--- src/hw/rtl/lfkr_pkg.sv ---
`default_nettype none

package lfkr_pkg;

  // line store size and widths
  localparam int LINE_CAPACITY = 256;
  localparam int FILL_W        = $clog2(LINE_CAPACITY + 1);
  localparam int POS_W         = 8;
  localparam int LEN_W         = 9;
  localparam int BYTE_W        = 8;

  // keyword store
  localparam int KW_MAX     = 16;
  localparam int KW_IDX_W   = $clog2(KW_MAX);
  localparam int KW_LEN_W   = $clog2(KW_MAX + 1);
  localparam int KW_HALF    = KW_MAX / 2;

  // configuration port
  localparam int CFG_DATA_W = 64;
  localparam int CFG_IDX_W  = 2;

  localparam logic [BYTE_W-1:0] NEWLINE_BYTE = 8'h0A;

  typedef enum logic [CFG_IDX_W-1:0] {
    CFG_KW_LOW  = 2'd0,
    CFG_KW_HIGH = 2'd1,
    CFG_KW_LEN  = 2'd2
  } cfg_idx_t;

  typedef enum logic [1:0] {
    KIND_BYTE     = 2'd0,
    KIND_LINE     = 2'd1,
    KIND_OVERFLOW = 2'd2
  } kind_t;

  // keyword settings as seen by the framer
  typedef struct packed {
    logic [KW_MAX-1:0][BYTE_W-1:0] kw;
    logic [KW_LEN_W-1:0]           kw_len;
  } cfg_t;

  // one result item
  typedef struct packed {
    kind_t             kind;
    logic [BYTE_W-1:0] data;
    logic [POS_W-1:0]  pos;
    logic [LEN_W-1:0]  len;
    logic              route;
  } result_t;

endpackage

`default_nettype wire

--- src/hw/rtl/line_framer_keyword_router_unit.sv ---
`default_nettype none

// channel   | handshake            | payload
// ----------+----------------------+------------------------------------------
// input     | in_valid / in_ready  | rx_byte
// result    | out_valid / out_ready| kind, stored_byte, store_position,
//           |                      | line_length, to_command_route
// config    | cfg_we               | cfg_index, cfg_wdata
//
// one item per cycle sustained while out_ready is high; an item passes through the
// input register, then the framer's line state update into the result register
// active-high sync reset clears line state, keyword bytes, valids; kw length 1
// a stalled result holds in the result register while the input register
// takes one more item if it is empty and then holds it with in_ready low

module line_framer_keyword_router_unit (
  input  wire logic                             clk,
  input  wire logic                             rst,
  input  wire logic                             in_valid,
  output      logic                             in_ready,
  input  wire logic [7:0]                       rx_byte,
  output      logic                             out_valid,
  input  wire logic                             out_ready,
  output      logic [1:0]                       kind,
  output      logic [7:0]                       stored_byte,
  output      logic [7:0]                       store_position,
  output      logic [8:0]                       line_length,
  output      logic                             to_command_route,
  input  wire logic                             cfg_we,
  input  wire logic [lfkr_pkg::CFG_IDX_W-1:0]   cfg_index,
  input  wire logic [lfkr_pkg::CFG_DATA_W-1:0]  cfg_wdata
);
  import lfkr_pkg::*;

  cfg_t              cfg;
  result_t           res;
  result_t           out_res;
  logic              s1_valid;
  logic [BYTE_W-1:0] s1_byte;
  logic              advance;

  // stage one moves into the result register when that is free
  assign advance  = s1_valid && (!out_valid || out_ready);
  assign in_ready = !s1_valid || advance;

  lfkr_cfg_regs u_cfg (
    .clk       (clk),
    .rst       (rst),
    .cfg_we    (cfg_we),
    .cfg_index (cfg_index),
    .cfg_wdata (cfg_wdata),
    .cfg       (cfg)
  );

  lfkr_framer u_framer (
    .clk     (clk),
    .rst     (rst),
    .fire    (advance),
    .rx_byte (s1_byte),
    .cfg     (cfg),
    .res     (res)
  );

  // input register
  always_ff @(posedge clk) begin
    if (rst) begin
      s1_valid <= 1'b0;
    end else if (in_ready) begin
      s1_valid <= in_valid;
    end
  end

  always_ff @(posedge clk) begin
    if (in_valid && in_ready) begin
      s1_byte <= rx_byte;
    end
  end

  // result register
  always_ff @(posedge clk) begin
    if (rst) begin
      out_valid <= 1'b0;
    end else if (advance) begin
      out_valid <= 1'b1;
    end else if (out_ready) begin
      out_valid <= 1'b0;
    end
  end

  always_ff @(posedge clk) begin
    if (advance) begin
      out_res <= res;
    end
  end

  assign kind             = out_res.kind;
  assign stored_byte      = out_res.data;
  assign store_position   = out_res.pos;
  assign line_length      = out_res.len;
  assign to_command_route = out_res.route;

`ifndef SYNTH
  a_kind_known: assert property (@(posedge clk) disable iff (rst)
    out_valid |-> ((out_res.kind == KIND_BYTE) || (out_res.kind == KIND_LINE) ||
                   (out_res.kind == KIND_OVERFLOW)))
    else $error("result kind out of range");

  a_overflow_zero: assert property (@(posedge clk) disable iff (rst)
    (out_valid && (out_res.kind == KIND_OVERFLOW)) |->
      ((out_res.data == '0) && (out_res.pos == '0) && (out_res.len == '0) &&
       !out_res.route))
    else $error("overflow item carries payload");

  a_line_end: assert property (@(posedge clk) disable iff (rst)
    (out_valid && (out_res.kind == KIND_LINE)) |->
      ((out_res.len != '0) && (out_res.data == NEWLINE_BYTE)))
    else $error("line item without newline or length");
`endif

endmodule

`default_nettype wire

--- src/hw/rtl/lfkr_cfg_regs.sv ---
`default_nettype none

module lfkr_cfg_regs (
  input  wire logic                             clk,
  input  wire logic                             rst,
  input  wire logic                             cfg_we,
  input  wire logic [lfkr_pkg::CFG_IDX_W-1:0]   cfg_index,
  input  wire logic [lfkr_pkg::CFG_DATA_W-1:0]  cfg_wdata,
  output lfkr_pkg::cfg_t                        cfg
);
  import lfkr_pkg::*;

  logic [KW_MAX-1:0][BYTE_W-1:0] kw;
  logic [KW_LEN_W-1:0]           kw_len;
  logic [KW_LEN_W-1:0]           len_clamped;
  logic [4:0]                    len_raw;

  // length is clamped to 1..16 when written
  always_comb begin
    len_raw = cfg_wdata[4:0];
    if (len_raw == 5'd0) begin
      len_clamped = KW_LEN_W'(1);
    end else if (len_raw > 5'(KW_MAX)) begin
      len_clamped = KW_LEN_W'(KW_MAX);
    end else begin
      len_clamped = KW_LEN_W'(len_raw);
    end
  end

  // register writes
  always_ff @(posedge clk) begin
    if (rst) begin
      kw     <= '0;
      kw_len <= KW_LEN_W'(1);
    end else if (cfg_we) begin
      case (cfg_index)
        CFG_KW_LOW: begin
          for (int i = 0; i < KW_HALF; i++) begin
            kw[i] <= cfg_wdata[i*BYTE_W +: BYTE_W];
          end
        end
        CFG_KW_HIGH: begin
          for (int i = 0; i < KW_HALF; i++) begin
            kw[KW_HALF + i] <= cfg_wdata[i*BYTE_W +: BYTE_W];
          end
        end
        CFG_KW_LEN: begin
          kw_len <= len_clamped;
        end
        default: begin
        end
      endcase
    end
  end

  assign cfg.kw     = kw;
  assign cfg.kw_len = kw_len;

endmodule

`default_nettype wire

--- src/hw/rtl/lfkr_framer.sv ---
`default_nettype none

module lfkr_framer (
  input  wire logic                          clk,
  input  wire logic                          rst,
  input  wire logic                          fire,
  input  wire logic [lfkr_pkg::BYTE_W-1:0]   rx_byte,
  input  wire lfkr_pkg::cfg_t                cfg,
  output lfkr_pkg::result_t                  res
);
  import lfkr_pkg::*;

  logic [FILL_W-1:0]   fill_count;
  logic [FILL_W-1:0]   fill_count_next;
  logic [KW_LEN_W-1:0] match_position;
  logic [KW_LEN_W-1:0] match_position_next;
  logic                keyword_seen;
  logic                keyword_seen_next;

  logic [FILL_W-1:0]   fill_inc;
  logic [KW_LEN_W-1:0] mp_upd;
  logic                seen_upd;
  logic [BYTE_W-1:0]   kw_cur;

  assign kw_cur   = cfg.kw[match_position[KW_IDX_W-1:0]];
  assign fill_inc = fill_count + FILL_W'(1);

  // keyword matcher, simple restart without overlap
  always_comb begin
    mp_upd   = match_position;
    seen_upd = keyword_seen;
    if (!keyword_seen && (match_position < cfg.kw_len)) begin
      if (rx_byte == kw_cur) begin
        mp_upd = match_position + KW_LEN_W'(1);
        if (mp_upd == cfg.kw_len) begin
          seen_upd = 1'b1;
        end
      end else if (rx_byte == cfg.kw[0]) begin
        mp_upd = KW_LEN_W'(1);
      end else begin
        mp_upd = '0;
      end
    end
  end

  // result and next line state
  always_comb begin
    res                 = '0;
    res.kind            = KIND_BYTE;
    fill_count_next     = fill_count;
    match_position_next = match_position;
    keyword_seen_next   = keyword_seen;
    if (fill_count >= FILL_W'(LINE_CAPACITY)) begin
      res.kind            = KIND_OVERFLOW;
      fill_count_next     = '0;
      match_position_next = '0;
      keyword_seen_next   = 1'b0;
    end else begin
      res.data = rx_byte;
      res.pos  = fill_count[POS_W-1:0];
      if (rx_byte == NEWLINE_BYTE) begin
        res.kind            = KIND_LINE;
        res.len             = fill_inc[LEN_W-1:0];
        res.route           = seen_upd;
        fill_count_next     = '0;
        match_position_next = '0;
        keyword_seen_next   = 1'b0;
      end else begin
        fill_count_next     = fill_inc;
        match_position_next = mp_upd;
        keyword_seen_next   = seen_upd;
      end
    end
  end

  // line state
  always_ff @(posedge clk) begin
    if (rst) begin
      fill_count     <= '0;
      match_position <= '0;
      keyword_seen   <= 1'b0;
    end else if (fire) begin
      fill_count     <= fill_count_next;
      match_position <= match_position_next;
      keyword_seen   <= keyword_seen_next;
    end
  end

`ifndef SYNTH
  a_fill_bound: assert property (@(posedge clk) disable iff (rst)
    fill_count <= FILL_W'(LINE_CAPACITY))
    else $error("fill count above line capacity");

  a_seen_has_match: assert property (@(posedge clk) disable iff (rst)
    keyword_seen |-> (match_position != '0))
    else $error("keyword seen with empty match position");

  a_overflow_clears: assert property (@(posedge clk) disable iff (rst)
    (fire && (res.kind == KIND_OVERFLOW)) |=> (fill_count == '0))
    else $error("overflow did not clear the line");

  a_line_clears: assert property (@(posedge clk) disable iff (rst)
    (fire && (res.kind == KIND_LINE)) |=> ((fill_count == '0) && !keyword_seen))
    else $error("line end did not clear the state");
`endif

endmodule

`default_nettype wire
--- config.mk ---
export PLATFORM = sky130hd
export DESIGN_NAME = line_framer_keyword_router_unit
export DESIGN_NICKNAME = d
export VERILOG_FILES = /design/src/hw/rtl/lfkr_pkg.sv /design/src/hw/rtl/line_framer_keyword_router_unit.sv /design/src/hw/rtl/lfkr_cfg_regs.sv /design/src/hw/rtl/lfkr_framer.sv
export SDC_FILE = /design/constraint.sdc
export NUM_CORES = 1
export LEC_CHECK = 0
export BUFFER_PORTS_ARGS = -buffer_cell sky130_fd_sc_hd__buf_4
export CORE_MARGIN = 3
export CORE_UTILIZATION = 58
export DETAILED_ROUTE_END_ITERATION = 10
export HOLD_SLACK_MARGIN = 0.1
export PLACE_DENSITY = 0.8
export SLEW_MARGIN = 0
export SYNTH_ARGS = -nofsm -noshare
export SYNTH_HDL_FRONTEND = slang
export SYNTH_SLANG_ARGS = --single-unit
--- constraint.sdc ---
create_clock -name clk -period 3.6 [get_ports clk]
set_clock_uncertainty 0.15 [all_clocks]
set_input_delay 0.54 -clock clk [delete_from_list [all_inputs] [get_ports clk]]
set_output_delay 0.54 -clock clk [all_outputs]
set_load 0.02 [all_outputs]
* After elaboration in Yosys (flattened, before gate mapping)
Index checks and enable logic that the tools add are counted.
** Storage, ports and cells
- Flip-flop bits (word level) :: 186
- Bits of input ports :: 79
- Output and inout port bits :: 30
- Word-level logic and storage cells :: 77
** Cells by class
- $add $sub $neg :: 2
- Order comparisons :: 4
- Equal/unequal tests :: 6
- Multiplexer cells :: 19
- Bitwise logic cells :: 1
- Reductions and logical operators :: 17
** Operators with widths (number)
- 8-bit binary-select mux with 4-bit select :: 1
- 5-bit 2-to-1 mux :: 6
- 9-bit 2-to-1 mux :: 2
- 8-bit == test :: 2
- 9-bit by 1-bit adder with 9-bit output, second input constant :: 1
- 9-bit greater-or-equal comparator, second input constant :: 1
- 1-bit 2-to-1 mux :: 9
- 8-bit by 4-bit == test with 1-bit output, second input constant :: 1
- 8-bit 2-to-1 mux :: 1
- 2-bit AND reduction :: 4
- 5-bit by 1-bit adder with 5-bit output, second input constant :: 1
- 5-bit == test :: 1
- 5-bit > comparator, second input constant :: 1
- 5-bit logical NOT :: 1
- 4-bit by 5-bit less-than comparator with 1-bit output, second input constant :: 1
- 5-bit less-than comparator :: 1
- 1-bit logical AND :: 3
- 1-bit logical NOT :: 3
- 3-bit nonzero test :: 1
- 2-bit by 1-bit == test with 1-bit output, second input constant :: 1
- 2-bit == test, second input constant :: 1
- 2-bit logical NOT :: 1
- 1-bit logical OR :: 2
- 2-bit nonzero test :: 1
- other kinds (2) :: 2

* Depth between registers and ports, before layout
Gate-level depths: netlist of the first run.
- Depth in word-level cells :: 7
- Depth in mapped cells :: 12
- Gate-level depth less buffers :: 9

* By module
From an unflattened synthesis of the first run, not the netlist that was laid out.
** Unflattened totals
- Cells, all modules :: 914
- Area total of the unflattened synthesis :: 8414.3 µm²
** Modules (own cells, without submodules)
- lfkr_cfg_regs :: instances 1, cells each 580, area an instance 4660.7 µm², seq. area each 2662.6 µm²
- lfkr_framer :: instances 1, cells each 288, area an instance 2568.7 µm², seq. area each 300.3 µm²
- line_framer_keyword_router_unit :: instances 1, cells each 46, area an instance 1184.9 µm², seq. area each 1121.1 µm²

* Worst setup path after synthesis of the first run
Ideal clock, no wire load.
- Kind :: input-to-reg
- From :: in out_ready
- To :: reg u_framer.match_position[0]
- Library setup time :: 0.120 ns
- Data arrival time :: 2.598 ns
- Data required time :: 3.330 ns
- Setup slack :: 0.732 ns
- Cell stages on the path :: 9
- Path buffers :: 1
- Cell sequence :: nor2b_1 > nand2b_1 > clkbuf_1 > clkinv_1 > nand2_1 > nor4_1 > nand3_1 > o21ba_2 > a211o_1
** Between the ends
- Cells in the longest elaborated chain, start to end :: 3
** RTL lines
- from (decl) :: line line_framer_keyword_router_unit.sv:23 : input wire logic out_ready,
- 1-bit logical OR :: line line_framer_keyword_router_unit.sv:43 : assign advance = s1_valid && (!out_valid || out_ready);
- 1-bit logical AND :: line line_framer_keyword_router_unit.sv:43
- net advance :: line line_framer_keyword_router_unit.sv:40 : logic advance;
- 2-bit AND reduction (no line)
- to (signal assigned) :: line lfkr_framer.sv:84 : match_position <= match_position_next;
- to (decl) :: line lfkr_framer.sv:15 : logic [KW_LEN_W-1:0] match_position;
The timed path passes the listed nets, and every way through them passes these cells.
A chain may end at the register's enable or synchronous reset.

* Final worst setup path of the first run
- From :: reg u_framer.match_position[0]
- To :: reg u_framer.match_position[1]
** Between the ends
- Cells in the longest elaborated chain, start to end :: 7
- Elaborated cells between the ends (all ways) :: 12
- Classes of those cells :: add/sub: 1; order compare: 1; eq/ne: 1; mux: 6; reduce/logical: 3
** RTL lines
- 8-bit binary-select mux with 4-bit select :: line lfkr_framer.sv:25 : assign kw_cur = cfg.kw[match_position[KW_IDX_W-1:0]];
- 8-bit 2-to-1 mux (not written as such) :: line lfkr_framer.sv:25
- 8-bit == test :: line lfkr_framer.sv:33 : if (rx_byte == kw_cur) begin
- 5-bit 2-to-1 mux :: line lfkr_framer.sv:33
- 5-bit 2-to-1 mux :: line lfkr_framer.sv:32 : if (!keyword_seen && (match_position < cfg.kw_len)) begin
- 5-bit 2-to-1 mux :: line lfkr_framer.sv:61 : if (rx_byte == NEWLINE_BYTE) begin
- 5-bit 2-to-1 mux :: line lfkr_framer.sv:53 : if (fill_count >= FILL_W'(LINE_CAPACITY)) begin
Several ways; a longest one is shown, not always the timed one. The select of a mux whose other input is x is not followed.

==> results of run 1 <==
-- critical path, stage by stage (launching register included) --
cell	delay (ps)
dfxtp_2	850
buf_4	330
mux2i_1	300
o22ai_1	130
a2111oi_0	430
a31o_2	250
nand4b_2	160
or3_1	380
a21oi_1	130
-- registers in the layout, indices dropped and copies added (netlist names) --
name and cells:
u_cfg.cfg 128, line_length 9, u_framer.fill_count 9, s1_byte 8
store_position 8, stored_byte 8, u_cfg.kw_len 5, u_framer.match_position 5
kind 2, out_valid 1, s1_valid 1, to_command_route 1
u_framer.keyword_seen 1
-- final cells by class --
class                   count  share of cell area (%)
well taps                 184                    2.27
inverters                  16                   0.592
flip-flops and latches    186                    40.3
clock inverters            12                    1.08
repair buffers            123                    9.22
clock buffers              20                    4.71
multi-input cells         700                    41.9
-- metrics by stage --
stage / total power [W] / utilization [%]
2_1_floorplan: 0.00248 / -
3_3_place_gp: 0.00265 / 65.3
3_5_place_dp: 0.00266 / 65.3
4_1_cts: 0.00448 / 69.3
5_1_grt: 0.00459 / 69.3
6_report: 0.00446 / 69.3
-- cell usage after synthesis, drive strengths merged (3+ instances only) --
cell     instances
nand2          276
a21oi          150
dfxtp          150
clkbuf          48
nor2            40
edfxtp          36
mux2i           31
mux4            25
buf             21
xnor2           16
nor2b           15
inv             14
o21ai           11
nor3            10
ha               8
nand2b           7
nand3            7
nor3b            7
a2111oi          6
and3             6
nand3b           5
nand4            5
o21a             5
o22ai            5
a21o             4
mux2             4
nor4b            4
or2              4
xor2             4
nor4             3
o221ai           3
or3b             3
-- cell usage in the layout (no fill, tap or decap), drive strengths merged, types with 6 or more instances in the layout --
cell       n
a2111oi    6
buf      123
dfxtp    150
o21ai     11
mux2i     31
clkbuf    20
nor3      10
nor2      40
and3       6
xnor2     16
ha         8
nor2b     15
nand2b     7
inv       18
mux4      25
edfxtp    36
clkinv     9
nand3      7
nand2    276
nor3b      7
a21oi    150
-- worst max path at each step --
stage | to | start | depth (start not counted) | slack [ps]
after floorplan | u_framer.match_position[0]$_SDFFE_PP0P_ | out_ready | 9 | 730
after global placement | u_framer.match_position[1]$_SDFFE_PP0P_ | u_framer.match_position[0]$_SDFFE_PP0P_ | 8 | 470
after detailed placement | u_framer.match_position[1]$_SDFFE_PP0P_ | u_framer.match_position[0]$_SDFFE_PP0P_ | 8 | 420
after CTS | u_framer.match_position[1]$_SDFFE_PP0P_ | u_framer.match_position[0]$_SDFFE_PP0P_ | 8 | 400
after global routing | u_framer.match_position[3]$_SDFFE_PP0P_ | u_framer.match_position[0]$_SDFFE_PP0P_ | 8 | 50
final | u_framer.match_position[1]$_SDFFE_PP0P_ | u_framer.match_position[0]$_SDFFE_PP0P_ | 8 | 390
-- power by group through the flow --
stage | Sequential (W) | Clock (W) | Combinational [W]
floorplan | 0.00229 | 0 | 0.000193
finish | 0.00225 | 0.00184 | 0.000363
CTS | 0.00225 | 0.00187 | 0.000363
global placement | 0.00229 | 0 | 0.000354
detailed placement | 0.00229 | 0 | 0.000361
global route | 0.00225 | 0.00194 | 0.000398
-- cell families (layout without fill, tap and decap cells) --
| family | count (synthesis) | count (layout) | share of synthesized area (%) |
|---|---|---|---|
| AO/OA/AOI/OAI | 211 | 211 | 14.5 |
| XOR/XNOR | 20 | 20 | 2.01 |
| adder cells (fa/ha/maj) | 8 | 8 | 1.15 |
| buffers and inverters | 85 | 171 | 4.45 |
| flip-flops | 186 | 186 | 46.9 |
| multiplexers | 60 | 60 | 11.0 |
| AND/OR/NAND/NOR | 401 | 401 | 20.1 |
-- layer usage --
layer,routed length [um],GRT usage [%],vias up
li1,-,-,3519
met1,9820,38.1,3455
met2,11000,44.8,274
met3,1730,6.35,37
met4,462,8.40,0
met5,0,0,-
==> impl_metrics.toml, run 1 <==
[clock_network]
cts-root-buf = "clkbuf_16"
cts_resized = 0
cts_setup_buffers = 0
clockBufferDepth = 2
clock_latency_ps = 440
cts_made_buffers = 17
cts.htree.levels = 4
ctsHoldBuffers = 0
cts_tree = "yes"
cts_sinks = 186
path_clk_slew_ps = 70

[global_route]
grt_pass1_wl_um = 35900
track_usage_pct = 27.9
grt-ovfl-total = 0
grt_pass1_vias = 6663
antenna_found_initial = 0
grt_start_max_net_pins = 78

[drt]
drc_errors = 0
drt_wl_total_um = 23000
first_pass_iters = 5
vias_per_cell = 5.87
vias = 7285
wl_per_cell_um = 18.5
drtAntennaViolNets = 0
first_iter_violations = 683

[sta]
rsz0062_at_grt = "false"
slew_headroom_pct = 47.0
finalCritPeriodShare_pct = 89.3
tns_ps = 0
setup_slack_ps = 385
worst_slew_pin_slew_ps = 796
slew_violations = 0
fmax_ghz = 0.311
holdWs_ps = 133
min_period_ps = 3210
setup_viol = 0
finalHoldViolations = 0

[finish]
multi_input_area_um2 = 4250
area_delta_synth_final_pct = 16.5
fillers = 1198
fin_cells = 1241
final_area_um2 = 10200
drive_gt1_share_pct = 18.6
regArea_um2 = 4090
num_antenna_cells = 0
nets = 1131

[yosys]
yosys-top-cells-area = "dfxtp_1, edfxtp_1, nand2_1, a21oi_1, mux4_2"
synth_nets = 1058
synth-edff-count = 36
yosys.area.top_type = "dfxtp_1"
synth_top_area_share_pct = 34.5
synthFlopType = "dfxtp_1"
async_flop_share_pct = 0
syn_area_um2 = 8720
postSynthAreaPerCell_um2 = 8.98
synth_seq_cells = 186
ys_seq_area_share_pct = 46.9
synth_cell_types = 69
netlist_instances = 971
yosys_warnings = 0

[power]
ir_drop_mv = 0.324
p_per_area_nw_per_um2 = 439
clkPwrFrac_pct = 41.4
p_seq_share_pct = 50.5
switching_share_pct = 24.0
p_int_w = 0.00339
p_leak_nw = 3.70
combPwrFrac_pct = 8.1
power_switching_w = 0.00107

[floorplanning]
io_pins = 109
die_w_um = 129
die-height_um = 129
dieArea_um2 = 16500
core-area_um2 = 14600
rows = 44
start_util_pct = 59.5

[setup_path]
rrSetupSlack_ps = 390
crit_path_end_kind = "register"
r2r_cells = 8
path_max_fanout = 27
startpoint_type = "register"
cp.required_ps = 3800
worstSetupPathType = "register to register"
reg2reg_from = "u_framer.match_position[0]$_SDFFE_PP0P_"
worst_ep_arrival_time_ps = 3420
r2r_end = "u_framer.match_position[1]$_SDFFE_PP0P_"

[placed_design]
routabilityCongestion = 0.939
place_hpwl_um = 16100
place_inst = 1209
placed_area_um2 = 9560
io_buffers = 108
dp_slack_ps = 420

[min_path]
holdCritPathClass = "primary input to register"
min_to = "s1_byte[4]$_DFFE_PP_"
min_path_cells = 1
min_from = "rx_byte[4]"

[run_status]
run_status = "completed"

[flow_run]
max_cap_viol_count = 0
Note: power is estimated with default switching activity, not from simulation.
==> run 2, diff against run 1 <==
--- a/config.mk
+++ b/config.mk
@@ -14,4 +14,5 @@
 export SLEW_MARGIN = 0
 export SYNTH_ARGS = -nofsm -noshare
 export SYNTH_HDL_FRONTEND = slang
+export SYNTH_HIERARCHICAL = 1
 export SYNTH_SLANG_ARGS = --single-unit
==> impl_metrics.toml, run 2 <==
[finish]
largest_register_ffs = 128
nets = 1079
multi_input_area_um2 = 3920
drive_gt1_share_pct = 19.4
regArea_um2 = 4090
area_delta_synth_final_pct = 16.7
final_area_um2 = 9820
fillers = 1091
num_antenna_cells = 0
mostFrequentLayoutCell = "nand2_1"
layout_common_cells = "nand2_1, a21oi_1, dfxtp_1"

[global_route]
track_usage_pct = 26.9
grt_pass1_wl_um = 34300
antenna_found_initial = 0
grt_start_max_net_pins = 79
grt-ovfl-total = 0
grt_pass1_vias = 6623

[setup_path]
critPathLaunch = "u_framer/match_position[0]$_SDFFE_PP0P_"
worst_ep_arrival_time_ps = 3370
slowest_stage = "mux4_1"
rrSetupSlack_ps = 360
reg2reg_from = "u_framer/match_position[0]$_SDFFE_PP0P_"
r2r_cells = 8
startpoint_type = "register"
r2r_end = "to_command_route$_DFFE_PP_"
critPathMaxStageDelay_ps = 620
crit_path_end_kind = "register"
cp.required_ps = 3730
path_max_fanout = 14
worstSetupPathType = "register to register"
cp_cell_sequence = "buf_4 > mux4_1 > xor2_1 > nor4b_1 > a211o_1 > o2111ai_2 > or3_1 > a21oi_1"

[clock_network]
cts_made_buffers = 17
cts_sinks = 186
cts.htree.levels = 4
clockBufferDepth = 2
cts_tree = "yes"
path_clk_slew_ps = 70
ctsHoldBuffers = 0
clock_latency_ps = 440
cts-root-buf = "clkbuf_16"

[drt]
first_iter_violations = 719
drt_wl_total_um = 21400
vias_per_cell = 5.78
first_pass_iters = 7
drtAntennaViolNets = 0
vias = 6846
wl_per_cell_um = 18.1
drc_errors = 0

[sta]
finalCritPeriodShare_pct = 90.1
fmax_ghz = 0.308
slew_violations = 0
setup_viol = 0
finalHoldViolations = 0
slew_headroom_pct = 43.3
tns_ps = 0
worst_slew_pin_slew_ps = 850
min_period_ps = 3240
rsz0062_at_grt = "false"

[power]
ir_drop_mv = 0.342
p_leak_nw = 3.64
p_per_area_nw_per_um2 = 457
p_total_w = 0.00448

[min_path]
holdCritPathClass = "primary input to register"
min_to = "s1_byte[5]$_DFFE_PP_"
min_from = "rx_byte[5]"
min_path_cells = 1

[yosys]
ys_seq_area_share_pct = 48.5
async_flop_share_pct = 0
synth_most_common_cell = "nand2_1"
synth_nets = 1001
synth_seq_cells = 186
synthFlopType = "dfxtp_1"
syn_area_um2 = 8410
postSynthAreaPerCell_um2 = 9.21
yosys.area.top_type = "dfxtp_1"
netlist_instances = 914
yosys_warnings = 6
synth_cell_types = 55
synthTopCellsByCount = "nand2_1, dfxtp_1, a21oi_1"
yosys-top-cells-area = "dfxtp_1, edfxtp_1, nand2_1, a21oi_1, mux4_2"
synth-edff-count = 36
synth_top_area_share_pct = 35.7

[floorplanning]
core-area_um2 = 14000
dieArea_um2 = 16000
io_pins = 109
rows = 43
die-height_um = 126
die_w_um = 126
start_util_pct = 59.9

[flow_run]
max_cap_viol_count = 0

[placed_design]
routabilityCongestion = 0.893
place_hpwl_um = 14200
io_buffers = 108
placed_area_um2 = 9220

[run_status]
run_status = "completed"
## run 2: changes by cell type after synthesis, sizes merged, moves of 5 or more
cell,previous run,this run
nor3,10,5
mux2i,31,25
o22ai,5,0
nand2,276,270
clkbuf,48,26
buf,21,40
xor2,4,23
nor2,40,24
## run 2: report_power, final
part / leakage [nW] / switching [W] / internal [W] / total [W]
Combinational: 1.80 / 0.000204 / 0.000157 / 0.000360
Sequential: 1.56 / 0.0000531 / 0.00219 / 0.00225
Clock: 0.287 / 0.000819 / 0.00106 / 0.00188
## run 2: critical path: cells and delay by family, from the launching register on
family / cells / cell delay, ps
simple gates: 2 / 790
flops: 1 / 500
compound gates: 3 / 560
xor+xnor: 1 / 170
buf+inv: 1 / 290
mux: 1 / 620
## run 2: metrics by stage
step                hold WS [ps]  setup slack [ps]  util, %  cells
floorplan                    282               722        -    914
global placement             291               297     65.6   1153
detailed placement           295               254     65.6   1153
CTS                          119               166     69.9   1184
global route                 113               151     69.9   1184
finish                       130               358     69.9   1184
## run 2: worst max path at each step
| stage | end | slack (ps) | cells past startpoint |
|---|---|---|---|
| detailed placement | to_command_route$_DFFE_PP_ | 250 | 8 |
| global route | to_command_route$_DFFE_PP_ | 150 | 8 |
| floorplan | to_command_route$_DFFE_PP_ | 720 | 8 |
| CTS | to_command_route$_DFFE_PP_ | 170 | 8 |
| finish | to_command_route$_DFFE_PP_ | 360 | 8 |
| global placement | to_command_route$_DFFE_PP_ | 300 | 8 |
## run 2: cell families (layout without fill, tap and decap cells)
group | count (synthesis) | count (layout) | share of synthesized area (%)
AOI/OAI and AO/OA | 186 | 186 | 12.3
xor gates and xnor gates | 39 | 39 | 4.06
adders and majority gates | 8 | 8 | 1.19
buffers and inverters | 79 | 169 | 4.97
DFF | 186 | 186 | 48.5
muxes | 49 | 49 | 9.67
and+or+nand+nor | 367 | 367 | 19.2
## run 2: metal layers
metal,share of wire [%],GRT usage (%),wire (um)
met2,48,44.4,10400
met3,7.7,5.89,1640
met4,2.6,9.78,553
met5,0,0,0
met1,41,35.0,8820
## run 2: layout make-up
cell class	instances	area share [%]
Sequential cell	186	41.6
Multi-Input combinational cell	649	39.9
Timing Repair Buffer	125	9.56
Clock buffer	20	4.98
Tap cell	180	2.29
Clock inverter	11	1.11
Inverter	13	0.497
## run 2: what timing repair did
action / 4_1_cts / 5_1_grt
setup buffers: 0 / 0
endpoints found under the setup margin: 0 / 1
gates resized for setup: 0 / 1
==> run 3, diff against run 2 <==
--- a/config.mk
+++ b/config.mk
@@ -5,7 +5,7 @@
 export SDC_FILE = /design/constraint.sdc
 export NUM_CORES = 1
 export LEC_CHECK = 0
-export BUFFER_PORTS_ARGS = -buffer_cell sky130_fd_sc_hd__buf_4
+export BUFFER_PORTS_ARGS = -buffer_cell sky130_fd_sc_hd__buf_2
 export CORE_MARGIN = 3
 export CORE_UTILIZATION = 58
 export DETAILED_ROUTE_END_ITERATION = 10
==> constraint.sdc (replaced) <==
create_clock -name clk -period 3.2 [get_ports clk]
set_clock_uncertainty 0.15 [all_clocks]
set_input_delay 0.48 -clock clk [delete_from_list [all_inputs] [get_ports clk]]
set_output_delay 0.48 -clock clk [all_outputs]
set_load 0.02 [all_outputs]
==> impl_metrics.toml, run 3 (synthesized netlist as in run 2, its figures left out) <==
[setup_path]
cp.required_ps = 3420
path_max_fanout = 15
worst_ep_arrival_time_ps = 3280
crit_family = "compound AO/OA/AOI/OAI gates"
cp_cell_sequence = "buf_12 > mux4_2 > xor2_1 > or3_4 > a2111oi_4 > o2111ai_2 > buf_4 > a2111oi_0 > a21o_1"
reg2reg_from = "u_framer/match_position[0]$_SDFFE_PP0P_"
worst-path-buf-inv = 2
worstSetupPathType = "register to register"
critPathMaxStageDelay_ps = 510
slowest_stage = "mux4_2"
critPathLaunch = "u_framer/match_position[0]$_SDFFE_PP0P_"
crit_path_end_kind = "register"
startpoint_type = "register"

[floorplanning]
rows = 43
core-area_um2 = 14000
io_pins = 109
dieArea_um2 = 16000
die_w_um = 126
die-height_um = 126
start_util_pct = 59.9

[finish]
layout_common_cells = "nand2_1, a21oi_1, dfxtp_1"
num_antenna_cells = 0
mostFrequentLayoutCell = "nand2_1"
largest_register_ffs = 128
nets = 1085
fillers = 1079
area_delta_synth_final_pct = 15.4
drive_gt1_share_pct = 19.4

[global_route]
grt_pass1_vias = 6444
grt_pass1_wl_um = 33600
grt_start_max_net_pins = 97
antenna_found_initial = 0
grt-ovfl-total = 0
track_usage_pct = 26.3

[placed_design]
io_buffers = 108
place_hpwl_um = 14100
routabilityCongestion = 0.876

[drt]
first_pass_iters = 5
vias = 6878
vias_per_cell = 5.77
drt_wl_total_um = 21100
drc_errors = 0
drtAntennaViolNets = 0
wl_per_cell_um = 17.7
first_iter_violations = 839

[flow_run]
max_cap_viol_count = 0

[clock_network]
cts_setup_buffers = 0
clock_latency_ps = 430
clockBufferDepth = 2
cts_tree = "yes"
cts_made_buffers = 17
path_clk_slew_ps = 70
cts_sinks = 186
cts-root-buf = "clkbuf_16"
cts.htree.levels = 4

[sta]
slew_violations = 0
tns_ps = 0
rsz0062_at_grt = "false"
setup_viol = 0
fmax_ghz = 0.327
worst_slew_pin_slew_ps = 770
finalCritPeriodShare_pct = 95.5
finalHoldViolations = 0
min_period_ps = 3060
slew_headroom_pct = 48.7

[power]
power_switching_w = 0.00119
ir_drop_mv = 0.368
clkPwrFrac_pct = 41.9
combPwrFrac_pct = 7.6
p_leak_nw = 3.60
p_total_w = 0.00501
p_int_w = 0.00381
switching_share_pct = 23.9
p_seq_share_pct = 50.5
p_per_area_nw_per_um2 = 516

[min_path]
min_from = "cfg_wdata[12]"
holdCritPathClass = "primary input to register"

[run_status]
run_status = "completed"
-- run 3: cell types whose count changed in the layout (fill, tap and decap cells not counted), moves of 3 or more --
cell	previous run	this run
buf_4	125	10
buf_2	0	107
dlygate4sd3_1	0	8
buf_12	0	6
clkinvlp_4	3	0
-- run 3: what timing repair did --
| item | in CTS | in global routing |
|---|---|---|
| endpoints found under the hold margin | 8 | 0 |
| endpoints found under the setup margin | 0 | 5 |
| resized for setup | 0 | 5 |
| hold buffers | 8 | 0 |
-- run 3: area by class of cell --
class | instances | area [um2] | area share (%)
sequential | 186 | 4090 | 42.1
multi-input combinational | 649 | 3940 | 40.6
timing repair buffer | 131 | 811 | 8.35
clock buffer | 22 | 495 | 5.10
tap | 180 | 225 | 2.32
clock inverter | 10 | 101 | 1.04
inverter | 13 | 48.8 | 0.503
-- run 3: final timing paths --
| check | slack, ps | depth (start not counted) | to |
|---|---|---|---|
| max | 140 | 9 | u_framer/match_position[2]$_SDFFE_PP0P_ |
| min | 140 | 3 | u_cfg/cfg[17]$_SDFFE_PP0P_ |
| max reg2reg | 140 | 9 | u_framer/match_position[2]$_SDFFE_PP0P_ |
| min reg2reg | 300 | 2 | u_cfg/cfg[102]$_SDFFE_PP0P_ |
-- run 3: power groups by stage --
stage | Sequential [W] | Combinational (W) | Clock [W]
3_5_place_dp | 0.00258 | 0.000364 | 0
6_report | 0.00253 | 0.000380 | 0.00210
4_1_cts | 0.00253 | 0.000375 | 0.00211
2_1_floorplan | 0.00257 | 0.000225 | 0
3_3_place_gp | 0.00258 | 0.000356 | 0
5_1_grt | 0.00253 | 0.000418 | 0.00223
-- run 3: routing by layer --
| metal | wire length [um] | vias up | GRT usage, % |
|---|---|---|---|
| li1 | - | 3274 | - |
| met1 | 8890 | 3287 | 34.6 |
| met2 | 10300 | 274 | 43.2 |
| met3 | 1380 | 43 | 5.39 |
| met4 | 551 | 0 | 9.78 |
| met5 | 0 | - | 0 |
-- run 3: tightest hold or removal path: cells and delay by family --
kind | cells | cell delay (ps)
AND/OR/NAND/NOR | 1 | 50
AO/OA/AOI/OAI | 1 | 50
buffers and inverters | 1 | 110
-- run 3: metrics by stage --
stage	setup WS (ps)	hold slack [ps]	instances	util [%]	area (um2)
after detailed placement	86.2	294	1151	64.2	9010
final	145	141	1191	69.1	9710
after global placement	169	290	1151	64.2	9010
after floorplan	322	282	914	-	8410
after global routing	16.9	133	1191	69.1	9710
after CTS	62.2	133	1191	69.0	9690
